`config.mk`:
```
export PLATFORM = sky130hd
export DESIGN_NAME = zone_weighted_cost_adjust_core_flat
export DESIGN_NICKNAME = d
export VERILOG_FILES = /design/src/design/zwca_pkg.sv /design/src/design/zwca_in_if.sv /design/src/design/zwca_out_if.sv /design/src/design/zone_weighted_cost_adjust_core.sv /design/src/design/zwca_cell.sv /design/src/design/zwca_cost.sv /design/src/flat_wrapper.sv
export VERILOG_INCLUDE_DIRS = /design/src /design/src/design
export SDC_FILE = /design/constraint.sdc
export NUM_CORES = 2
export LEC_CHECK = 0
export ABC_AREA = 1
export BUFFER_PORTS_ARGS = -buffer_cell sky130_fd_sc_hd__buf_2
export CAP_MARGIN = 20
export CORE_MARGIN = 5
export CORE_UTILIZATION = 32
export CTS_CLUSTER_DIAMETER = 60
export CTS_CLUSTER_SIZE = 24
export DETAILED_ROUTE_END_ITERATION = 10
export MAX_ROUTING_LAYER = met4
export PLACE_DENSITY = 0.49
export REMOVE_ABC_BUFFERS = 1
export SETUP_SLACK_MARGIN = 0.05
export SYNTH_ARGS = -nofsm -noshare
export SYNTH_HDL_FRONTEND = slang
export SYNTH_SLANG_ARGS = --single-unit
```
`constraint.sdc`:
```
create_clock -name i_clk -period 95.9 [get_ports i_clk]
set_input_delay 19.18 -clock i_clk [delete_from_list [all_inputs] [get_ports i_clk]]
set_output_delay 19.18 -clock i_clk [all_outputs]
set_load 0.005 [all_outputs]
```
`src/design/zone_weighted_cost_adjust_core_assert.svh`:
```
// assertion helpers for the zone weighted cost adjuster
// both sample on i_clk and are off while i_rst_n is low
`ifndef ZONE_WEIGHTED_COST_ADJUST_CORE_ASSERT_SVH
`define ZONE_WEIGHTED_COST_ADJUST_CORE_ASSERT_SVH

// same-cycle implication
`define ZWCA_ASSERT_IMPLY(label, ante, cons) \
    label: assert property (@(posedge i_clk) disable iff (!i_rst_n) (ante) |-> (cons)) \
        else $error("zwca assertion failed");

// next-cycle implication
`define ZWCA_ASSERT_NEXT(label, ante, cons) \
    label: assert property (@(posedge i_clk) disable iff (!i_rst_n) (ante) |=> (cons)) \
        else $error("zwca assertion failed");

`endif

```
`src/design/zwca_pkg.sv`:
```
// ----------------------------------------------------------------------------
// zwca_pkg
// Shared types and constants of the zone weighted cost adjuster.
// ----------------------------------------------------------------------------
`timescale 1ns / 1ps
`default_nettype none

package zwca_pkg;

    // operation codes of an input transfer
    localparam logic OP_ADJUST     = 1'b0;
    localparam logic OP_ZONE_WRITE = 1'b1;

    // configuration register indexes
    localparam logic [2:0] CFG_BATTERY_LEVEL    = 3'd0;
    localparam logic [2:0] CFG_BATTERY_KNOWN    = 3'd1;
    localparam logic [2:0] CFG_CRITICAL_LEVEL   = 3'd2;
    localparam logic [2:0] CFG_BASE_PENALTY     = 3'd3;
    localparam logic [2:0] CFG_LOW_BATTERY_GAIN = 3'd4;
    localparam logic [2:0] CFG_ZONE_COUNT       = 3'd5;

    localparam logic [9:0]  RST_BATTERY_LEVEL    = 10'd1000;
    localparam logic        RST_BATTERY_KNOWN    = 1'b0;
    localparam logic [9:0]  RST_CRITICAL_LEVEL   = 10'd200;
    localparam logic [15:0] RST_BASE_PENALTY     = 16'd2560;
    localparam logic [15:0] RST_LOW_BATTERY_GAIN = 16'd512;
    localparam logic [3:0]  RST_ZONE_COUNT       = 4'd0;

    localparam logic [15:0] ONE_Q8     = 16'd256;
    localparam logic [7:0]  FREE_LIMIT = 8'd253;
    localparam logic [7:0]  COST_CAP   = 8'd252;
    localparam logic [9:0]  FULL_LEVEL = 10'd1000;

    typedef struct packed {
        logic [9:0]  battery_level;
        logic        battery_known;
        logic [9:0]  critical_level;
        logic [15:0] base_penalty;
        logic [15:0] low_battery_gain;
        logic [3:0]  zone_count;
    } t_cfg;

    // control and narrow payload of one item travelling down the chain
    typedef struct packed {
        logic        valid;
        logic        op;
        logic        hit;
        logic [2:0]  idx;
        logic [2:0]  slot;
        logic [7:0]  cost;
        logic [15:0] factor;   // zone factor on writes, lookups: match or ONE_Q8
    } t_tag;

endpackage

`default_nettype wire

```
`src/design/zwca_in_if.sv`:
```
// ----------------------------------------------------------------------------
// zwca_in_if
// Input channel: cell lookups and zone table writes.
// ----------------------------------------------------------------------------
`timescale 1ns / 1ps
`default_nettype none

interface zwca_in_if #(
    parameter int COORD_BITS = 12
);
    logic                  valid;
    logic                  ready;
    logic                  op;
    logic [7:0]            cell_cost;
    logic [COORD_BITS-1:0] cell_col;
    logic [COORD_BITS-1:0] cell_row;
    logic [2:0]            zone_slot;
    logic [COORD_BITS-1:0] zone_col_min;
    logic [COORD_BITS-1:0] zone_col_max;
    logic [COORD_BITS-1:0] zone_row_min;
    logic [COORD_BITS-1:0] zone_row_max;
    logic [15:0]           zone_factor;

    modport source (
        output valid, op, cell_cost, cell_col, cell_row, zone_slot,
               zone_col_min, zone_col_max, zone_row_min, zone_row_max, zone_factor,
        input  ready
    );
    modport sink (
        input  valid, op, cell_cost, cell_col, cell_row, zone_slot,
               zone_col_min, zone_col_max, zone_row_min, zone_row_max, zone_factor,
        output ready
    );
endinterface

`default_nettype wire

```
`src/design/zwca_out_if.sv`:
```
// ----------------------------------------------------------------------------
// zwca_out_if
// Output channel: adjusted cell cost and zone match.
// ----------------------------------------------------------------------------
`timescale 1ns / 1ps
`default_nettype none

interface zwca_out_if;
    logic       valid;
    logic       ready;
    logic [7:0] adjusted_cost;
    logic       zone_hit;
    logic [2:0] zone_index;

    modport source (output valid, adjusted_cost, zone_hit, zone_index, input ready);
    modport sink   (input valid, adjusted_cost, zone_hit, zone_index, output ready);
endinterface

`default_nettype wire

```
`src/design/zone_weighted_cost_adjust_core.sv`:
```
// pipeline: one register stage per zone cell, then the two multiply stages and the
// output register
// throughput: one transfer per cycle, the whole zone-cell chain steps together and
// holds while a result waits at the output
// reset: configuration to defaults and pipeline emptied; the zone table is not cleared
`timescale 1ns / 1ps
`default_nettype none

// ----------------------------------------------------------------------------
// zone_weighted_cost_adjust_core
// Cost map cell adjuster with a chain of zone cells and an energy penalty stage.
// ----------------------------------------------------------------------------
module zone_weighted_cost_adjust_core #(
    parameter int MAX_ZONES  = 8,
    parameter int COORD_BITS = 12
) (
    input  wire logic        i_clk,
    input  wire logic        i_rst_n,
    input  wire logic        i_cfg_we,
    input  wire logic [2:0]  i_cfg_idx,
    input  wire logic [15:0] i_cfg_data,
    zwca_in_if.sink          i_in,
    zwca_out_if.source       o_out
);

    localparam int CB = COORD_BITS;

    zwca_pkg::t_cfg  r_cfg;
    zwca_pkg::t_tag  w_head_tag;
    zwca_pkg::t_tag  w_tag [MAX_ZONES+1];
    logic [CB-1:0]   w_col [MAX_ZONES+1];
    logic [CB-1:0]   w_row [MAX_ZONES+1];
    logic [4*CB-1:0] w_bnd [MAX_ZONES+1];
    logic            w_en;
    logic            w_out_valid;

    always_ff @(posedge i_clk) begin
        if (!i_rst_n) begin
            r_cfg.battery_level    <= zwca_pkg::RST_BATTERY_LEVEL;
            r_cfg.battery_known    <= zwca_pkg::RST_BATTERY_KNOWN;
            r_cfg.critical_level   <= zwca_pkg::RST_CRITICAL_LEVEL;
            r_cfg.base_penalty     <= zwca_pkg::RST_BASE_PENALTY;
            r_cfg.low_battery_gain <= zwca_pkg::RST_LOW_BATTERY_GAIN;
            r_cfg.zone_count       <= zwca_pkg::RST_ZONE_COUNT;
        end else if (i_cfg_we) begin
            case (i_cfg_idx)
                zwca_pkg::CFG_BATTERY_LEVEL:    r_cfg.battery_level    <= i_cfg_data[9:0];
                zwca_pkg::CFG_BATTERY_KNOWN:    r_cfg.battery_known    <= i_cfg_data[0];
                zwca_pkg::CFG_CRITICAL_LEVEL:   r_cfg.critical_level   <= i_cfg_data[9:0];
                zwca_pkg::CFG_BASE_PENALTY:     r_cfg.base_penalty     <= i_cfg_data;
                zwca_pkg::CFG_LOW_BATTERY_GAIN: r_cfg.low_battery_gain <= i_cfg_data;
                zwca_pkg::CFG_ZONE_COUNT:       r_cfg.zone_count       <= i_cfg_data[3:0];
                default: begin
                end
            endcase
        end
    end

    // whole pipeline advances unless a result is stuck at the output
    assign w_en       = !w_out_valid || o_out.ready;
    assign i_in.ready = w_en;

    always_comb begin
        w_head_tag        = '0;
        w_head_tag.valid  = i_in.valid;
        w_head_tag.op     = i_in.op;
        w_head_tag.slot   = i_in.zone_slot;
        w_head_tag.cost   = i_in.cell_cost;
        w_head_tag.factor = (i_in.op == zwca_pkg::OP_ZONE_WRITE) ? i_in.zone_factor
                                                                 : zwca_pkg::ONE_Q8;
    end

    assign w_tag[0] = w_head_tag;
    assign w_col[0] = i_in.cell_col;
    assign w_row[0] = i_in.cell_row;
    assign w_bnd[0] = {i_in.zone_row_max, i_in.zone_row_min,
                       i_in.zone_col_max, i_in.zone_col_min};

    for (genvar g = 0; g < MAX_ZONES; g++) begin : g_cell
        zwca_cell #(
            .IDX        (g),
            .COORD_BITS (COORD_BITS)
        ) u_cell (
            .i_clk        (i_clk),
            .i_rst_n      (i_rst_n),
            .i_en         (w_en),
            .i_zone_count (r_cfg.zone_count),
            .i_tag        (w_tag[g]),
            .i_col        (w_col[g]),
            .i_row        (w_row[g]),
            .i_bnd        (w_bnd[g]),
            .o_tag        (w_tag[g+1]),
            .o_col        (w_col[g+1]),
            .o_row        (w_row[g+1]),
            .o_bnd        (w_bnd[g+1])
        );
    end

    zwca_cost u_cost (
        .i_clk           (i_clk),
        .i_rst_n         (i_rst_n),
        .i_en            (w_en),
        .i_cfg           (r_cfg),
        .i_tag           (w_tag[MAX_ZONES]),
        .o_valid         (w_out_valid),
        .o_adjusted_cost (o_out.adjusted_cost),
        .o_zone_hit      (o_out.zone_hit),
        .o_zone_index    (o_out.zone_index)
    );

    assign o_out.valid = w_out_valid;

`include "zone_weighted_cost_adjust_core_assert.svh"

    `ZWCA_ASSERT_IMPLY(a_index_zero_on_miss, o_out.valid && !o_out.zone_hit, o_out.zone_index == 3'd0)
    `ZWCA_ASSERT_IMPLY(a_index_in_table, o_out.valid && o_out.zone_hit, int'(o_out.zone_index) < MAX_ZONES)
    `ZWCA_ASSERT_IMPLY(a_ready_follows_output, 1'b1, i_in.ready == (!o_out.valid || o_out.ready))
    `ZWCA_ASSERT_NEXT(a_stalled_result_kept, o_out.valid && !o_out.ready, o_out.valid)

endmodule

`default_nettype wire

```
`src/design/zwca_cell.sv`:
```
// ----------------------------------------------------------------------------
// zwca_cell
// One zone slot: holds its bounds and factor, matches or stores the passing item.
// ----------------------------------------------------------------------------
`timescale 1ns / 1ps
`default_nettype none

module zwca_cell #(
    parameter int IDX        = 0,
    parameter int COORD_BITS = 12
) (
    input  wire logic                    i_clk,
    input  wire logic                    i_rst_n,
    input  wire logic                    i_en,
    input  wire logic [3:0]              i_zone_count,
    input  wire zwca_pkg::t_tag          i_tag,
    input  wire logic [COORD_BITS-1:0]   i_col,
    input  wire logic [COORD_BITS-1:0]   i_row,
    input  wire logic [4*COORD_BITS-1:0] i_bnd,
    output zwca_pkg::t_tag               o_tag,
    output logic [COORD_BITS-1:0]        o_col,
    output logic [COORD_BITS-1:0]        o_row,
    output logic [4*COORD_BITS-1:0]      o_bnd
);

    localparam int CB = COORD_BITS;

    zwca_pkg::t_tag        r_tag, n_tag;
    logic [CB-1:0]         r_col, r_row;
    logic [4*CB-1:0]       r_bnd;
    logic [4*CB-1:0]       r_zone;     // {row_max, row_min, col_max, col_min}
    logic [15:0]           r_factor;
    logic                  w_active;
    logic                  w_inside;
    logic                  w_write;

    assign w_active = IDX < int'(i_zone_count);
    assign w_write  = i_tag.valid && (i_tag.op == zwca_pkg::OP_ZONE_WRITE)
                      && (int'(i_tag.slot) == IDX);
    assign w_inside = (i_col >= r_zone[CB-1:0])      && (i_col <= r_zone[2*CB-1:CB])
                   && (i_row >= r_zone[3*CB-1:2*CB]) && (i_row <= r_zone[4*CB-1:3*CB]);

    always_comb begin
        n_tag = i_tag;
        // first active match wins, later cells leave it alone
        if (i_tag.op == zwca_pkg::OP_ADJUST && !i_tag.hit && w_active && w_inside) begin
            n_tag.hit    = 1'b1;
            n_tag.idx    = 3'(IDX);
            n_tag.factor = r_factor;
        end
    end

    always_ff @(posedge i_clk) begin
        if (!i_rst_n) begin
            r_tag.valid <= 1'b0;
        end else if (i_en) begin
            r_tag <= n_tag;
        end
    end

    always_ff @(posedge i_clk) begin
        if (i_en) begin
            r_col <= i_col;
            r_row <= i_row;
            r_bnd <= i_bnd;
            if (w_write) begin
                r_zone   <= i_bnd;
                r_factor <= i_tag.factor;
            end
        end
    end

    assign o_tag = r_tag;
    assign o_col = r_col;
    assign o_row = r_row;
    assign o_bnd = r_bnd;

endmodule

`default_nettype wire

```
`src/design/zwca_cost.sv`:
```
// ----------------------------------------------------------------------------
// zwca_cost
// Penalty multiply, battery scaling and saturation, with the output register.
// ----------------------------------------------------------------------------
`timescale 1ns / 1ps
`default_nettype none

module zwca_cost (
    input  wire logic           i_clk,
    input  wire logic           i_rst_n,
    input  wire logic           i_en,
    input  wire zwca_pkg::t_cfg i_cfg,
    input  wire zwca_pkg::t_tag i_tag,
    output logic                o_valid,
    output logic [7:0]          o_adjusted_cost,
    output logic                o_zone_hit,
    output logic [2:0]          o_zone_index
);

    zwca_pkg::t_tag r_a_tag, r_b_tag;
    logic [31:0]    r_a_prod;
    logic [23:0]    r_b_pen;
    logic           r_out_valid;
    logic [7:0]     r_out_cost;
    logic           r_out_hit;
    logic [2:0]     r_out_idx;

    logic [15:0]    w_extra;
    logic [31:0]    w_prod;
    logic [47:0]    w_scaled;
    logic [9:0]     w_level;
    logic           w_critical;
    logic [23:0]    n_pen;
    logic [8:0]     w_sum;
    logic [7:0]     n_cost;

    assign w_extra = (i_tag.factor > zwca_pkg::ONE_Q8) ? i_tag.factor - zwca_pkg::ONE_Q8
                                                       : 16'd0;
    assign w_prod  = {16'd0, w_extra} * {16'd0, i_cfg.base_penalty};

    // unknown battery counts as full
    assign w_level    = i_cfg.battery_known ? i_cfg.battery_level : zwca_pkg::FULL_LEVEL;
    assign w_critical = w_level < i_cfg.critical_level;
    assign w_scaled   = {16'd0, r_a_prod} * {32'd0, i_cfg.low_battery_gain};
    assign n_pen      = w_critical ? w_scaled[47:24] : {8'd0, r_a_prod[31:16]};

    assign w_sum = {1'b0, r_b_tag.cost} + {1'b0, r_b_pen[7:0]};

    always_comb begin
        if (r_b_tag.cost >= zwca_pkg::FREE_LIMIT) begin
            n_cost = r_b_tag.cost;
        end else if (r_b_pen >= 24'(zwca_pkg::COST_CAP) || w_sum > 9'(zwca_pkg::COST_CAP)) begin
            n_cost = zwca_pkg::COST_CAP;
        end else begin
            n_cost = w_sum[7:0];
        end
    end

    always_ff @(posedge i_clk) begin
        if (!i_rst_n) begin
            r_a_tag.valid <= 1'b0;
            r_b_tag.valid <= 1'b0;
            r_out_valid   <= 1'b0;
        end else if (i_en) begin
            r_a_tag     <= i_tag;
            r_b_tag     <= r_a_tag;
            // zone writes end here without a result
            r_out_valid <= r_b_tag.valid && (r_b_tag.op == zwca_pkg::OP_ADJUST);
        end
    end

    always_ff @(posedge i_clk) begin
        if (i_en) begin
            r_a_prod   <= w_prod;
            r_b_pen    <= n_pen;
            r_out_cost <= n_cost;
            r_out_hit  <= r_b_tag.hit;
            r_out_idx  <= r_b_tag.idx;
        end
    end

    assign o_valid         = r_out_valid;
    assign o_adjusted_cost = r_out_cost;
    assign o_zone_hit      = r_out_hit;
    assign o_zone_index    = r_out_idx;

endmodule

`default_nettype wire

```
`src/flat_wrapper.sv`:
```
// flat-port wrapper written by rule: the top's interface ports become plain ports
module zone_weighted_cost_adjust_core_flat 
#(
    parameter int MAX_ZONES  = 8,
    parameter int COORD_BITS = 12
)
  (i_clk, i_rst_n, i_cfg_we, i_cfg_idx, i_cfg_data, i_in_valid, i_in_op, i_in_cell_cost, i_in_cell_col, i_in_cell_row, i_in_zone_slot, i_in_zone_col_min, i_in_zone_col_max, i_in_zone_row_min, i_in_zone_row_max, i_in_zone_factor, i_in_ready, o_out_valid, o_out_adjusted_cost, o_out_zone_hit, o_out_zone_index, o_out_ready);
  zwca_in_if #(.COORD_BITS(COORD_BITS)) i_in_i ();
  zwca_out_if o_out_i ();
  input  wire logic i_clk;
  input  wire logic i_rst_n;
  input  wire logic i_cfg_we;
  input  wire logic [2:0] i_cfg_idx;
  input  wire logic [15:0] i_cfg_data;
  input wire logic [$bits(i_in_i.valid)-1:0] i_in_valid;
  input wire logic [$bits(i_in_i.op)-1:0] i_in_op;
  input wire logic [$bits(i_in_i.cell_cost)-1:0] i_in_cell_cost;
  input wire logic [$bits(i_in_i.cell_col)-1:0] i_in_cell_col;
  input wire logic [$bits(i_in_i.cell_row)-1:0] i_in_cell_row;
  input wire logic [$bits(i_in_i.zone_slot)-1:0] i_in_zone_slot;
  input wire logic [$bits(i_in_i.zone_col_min)-1:0] i_in_zone_col_min;
  input wire logic [$bits(i_in_i.zone_col_max)-1:0] i_in_zone_col_max;
  input wire logic [$bits(i_in_i.zone_row_min)-1:0] i_in_zone_row_min;
  input wire logic [$bits(i_in_i.zone_row_max)-1:0] i_in_zone_row_max;
  input wire logic [$bits(i_in_i.zone_factor)-1:0] i_in_zone_factor;
  output wire logic [$bits(i_in_i.ready)-1:0] i_in_ready;
  output wire logic [$bits(o_out_i.valid)-1:0] o_out_valid;
  output wire logic [$bits(o_out_i.adjusted_cost)-1:0] o_out_adjusted_cost;
  output wire logic [$bits(o_out_i.zone_hit)-1:0] o_out_zone_hit;
  output wire logic [$bits(o_out_i.zone_index)-1:0] o_out_zone_index;
  input wire logic [$bits(o_out_i.ready)-1:0] o_out_ready;
  assign i_in_i.valid = i_in_valid;
  assign i_in_i.op = i_in_op;
  assign i_in_i.cell_cost = i_in_cell_cost;
  assign i_in_i.cell_col = i_in_cell_col;
  assign i_in_i.cell_row = i_in_cell_row;
  assign i_in_i.zone_slot = i_in_zone_slot;
  assign i_in_i.zone_col_min = i_in_zone_col_min;
  assign i_in_i.zone_col_max = i_in_zone_col_max;
  assign i_in_i.zone_row_min = i_in_zone_row_min;
  assign i_in_i.zone_row_max = i_in_zone_row_max;
  assign i_in_i.zone_factor = i_in_zone_factor;
  assign i_in_ready = i_in_i.ready;
  assign o_out_valid = o_out_i.valid;
  assign o_out_adjusted_cost = o_out_i.adjusted_cost;
  assign o_out_zone_hit = o_out_i.zone_hit;
  assign o_out_zone_index = o_out_i.zone_index;
  assign o_out_i.ready = o_out_ready;
  zone_weighted_cost_adjust_core #(.MAX_ZONES(MAX_ZONES), .COORD_BITS(COORD_BITS)) u_core (.i_clk(i_clk), .i_rst_n(i_rst_n), .i_cfg_we(i_cfg_we), .i_cfg_idx(i_cfg_idx), .i_cfg_data(i_cfg_data), .i_in(i_in_i), .o_out(o_out_i));
endmodule
```
==> qor.yml <==
grt.total_usage_pct: 13.9
crit_family: "buffers and inverters"
drc: 0
via_count: 48400
clk_latency_ns: 0.79
htree_levels: 3
post-cts-setup-buffers: 0
place_area_um2: 85800
p_int_uw: 1100
start_util_pct: 32.1
slowest_delay_ns: 0.27
die_x_um: 514
fillers: 25000
via_per_inst: 4.51
async_flop_share_pct: 0
required_ns: 76.72
drt_iter0_markers: 2540
tightest_slew_ns: 1.10
critPathCaptureType: "output port"
rsz0062_at_grt: "false"
fin_crit_sh_pct: 41.0
ys.flop_type: "edfxtp_1"
hold_violations: 0
grt_max_degree: 183
dp_cells: 10500
ir_worst_vdd_mv: 0.0185
yosys_warnings: 0
numCtsBuffers: 112
p_leak_uw: 0.0390
status: "finished, final reports clean"
num_rows: 185
fin_nets: 8632
clkTransAtPathRegs_ns: 0.07
synth.avg_cell_area_um2: 11.3
min-delay-start: "u_core.g_cell[7].u_cell.o_tag[19]"
combPwrFrac_pct: 23.5
synth_most_common_cell: "nand2_1"
swShare_pct: 33.7
cp_max_fo: 29
io_pins: 138
cts_tree: "built"
synth_cell_types: 49
worstRegToRegCells: 24
syn2layout_area_growth_pct: 10.6
synth_common_cells: "1435 x nand2_1, 1419 x inv_1, 1356 x edfxtp_1"
ctsResizeCount: 0
grt_pass1_vias: 51700
syn_area_um2: 81300
crit_slowest_cell: "buf_4"
drv_slew: 0
grt_pass1_wl_um: 286000
multi_input_area_um2: 33100
grt.busiest_layer: "met2"
critical_path.most_common_cell: "buf_2"
yosys.area.top_type: "edfxtp_1"
startpoint: "o_out_ready"
drive_gt1_share_pct: 6.03
stdcell_count: 10700
drv_cap: 0
seqCellArea_um2: 42100
power_switching_uw: 556
cts_root_buf: "clkbuf_16"
synth_cells: 7172
cp.depth: 5
synth_top_area_share_pct: 50.1
io_buffer_count: 137
relSlewSlack_pct: 26.4
dieArea_um2: 264000
ant_nets: 0
dpl_worst_slack_ns: 56.56
crit_type: "in -> out"
yosysSeqAreaShare_pct: 51.8
layout_setup_ws_ns: 56.62
finalSetupViolations: 0
die_y_um: 514
cts_hold_buffers: 0
routedWlPerCell_um: 16.5
cts.sinks: 1424
gr-usage-met2_pct: 24.4
tns_ns: 0
antenna_found_initial: 5
drtPass1Iterations: 5
cp.buffers_inverters: 4
r2r_start: "u_core.g_cell[7].u_cell.o_tag[8]"
cp-start-kind: "input pin"
core_um2: 253000
grtUsageMet1_pct: 17.1
met3_usage_pct: 1.72
ctsLongestPathBuffers: 3
crit_arrival_ns: 20.10
finalClockSkew_ns: 0.100
dp_hpwl_um: 135000
clkPwrFrac_pct: 29.9
fin_crit_ns: 39.28
min_path_type: "reg -> reg"
wirelength_um: 177000
powerDensity_nw_per_um2: 18.4
ys_ff_latch: 1424
place.gp.congestion: 0.880
seq_power_share_pct: 46.5
ys_top_cells_by_area: "edfxtp_1 50%, fa_1 15%, ha_1 9.6%"
whs_path_depth: 0
synth_edf_count: 1356
overflow: 0
design_area_um2: 89900
cp_cell_sequence: "buf_2 > nor2_1 > buf_4 > inv_8 > buf_2"
max_freq_mhz: 25.5
[power by group through the flow]
stage                     combinational (uW)  clock [uW]  sequential (uW)
after global routing                     446         541              773
after global placement                   388           0              782
after CTS                                394         517              769
after detailed placement                 390           0              783
after floorplan                          275           0              754
final                                    388         494              768
[metrics by stage]
stage               util (%)  total power, uW  hold slack [ns]
floorplan                  -             1030            0.400
global placement        33.8             1170            0.404
detailed placement      33.8             1170            0.405
CTS                     35.4             1680            0.404
global route            35.5             1760            0.406
finish                  35.5             1650            0.404
[area by class of cell]
class | count | share of cell area (%)
tap | 3366 | 4.69
antenna | 2 | 0.00557
clock inverter | 94 | 1.34
timing repair buffer | 185 | 1.22
multi-input combinational | 4122 | 36.8
clock buffer | 116 | 3.14
inverter | 1427 | 5.97
sequential | 1424 | 46.8
[logic make-up after synthesis]
family	share of synthesized area (%)
fa+ha+maj	24.7
buf+inv	7.59
simple gates	11.4
xor+xnor	0.507
flops	51.8
compound gates	4.02
[cells in the final DEF (no fill, tap or decap), types with 11 or more instances in the layout]
cell type     n
o21a_1       26
a211oi_1     12
o21bai_1     13
dfxtp_1      58
xnor2_1      18
inv_12       11
clkbuf_16   112
nor4_1       15
a21o_1       12
inv_6        15
nand3_1     200
nand2_1    1435
ha_1        624
nor3_1       46
nand4_1     103
buf_4        43
edfxtp_1   1356
clkinv_8     13
o21ai_0     167
o211ai_1     23
a31oi_1      12
clkinv_4     12
nor2_1      386
xor2_1       29
fa_1        612
a21oi_1     311
inv_1      1418
buf_2       137
[sequential cells by signal, indices dropped and copies added (netlist names), 3 cells and up]
name / count
u_core.u_cost.r_b_tag: 14
u_core.u_cost.r_b_pen: 24
u_core.g_cell.u_cell.o_tag: 254
u_core.g_cell.u_cell.o_bnd: 336
u_core.u_cost.o_adjusted_cost: 8
u_core.g_cell.u_cell.r_factor: 128
u_core.g_cell.u_cell.r_zone: 384
u_core.g_cell.u_cell.o_row: 84
u_core.u_cost.r_a_prod: 32
u_core.u_cost.o_zone_index: 3
u_core.g_cell.u_cell.o_col: 84
u_core.u_cost.r_a_tag: 14
u_core.r_cfg: 57
[per-layer routing]
metal	wire (um)	vias to the layer above
met5	0	-
met4	4870	0
met3	6490	243
met2	90200	787
met1	75600	23900
li1	-	23500
[path summary, 6_finish.rpt]
kind | to | slack (ns)
max | i_in_ready | 56.62
min | u_core.u_cost.r_a_tag[19] | 0.40
max reg2reg | u_core.u_cost.r_a_prod[28] | 87.91
min reg2reg | u_core.u_cost.r_a_tag[19] | 0.40
No activity file was read; power rests on OpenSTA's default activity.
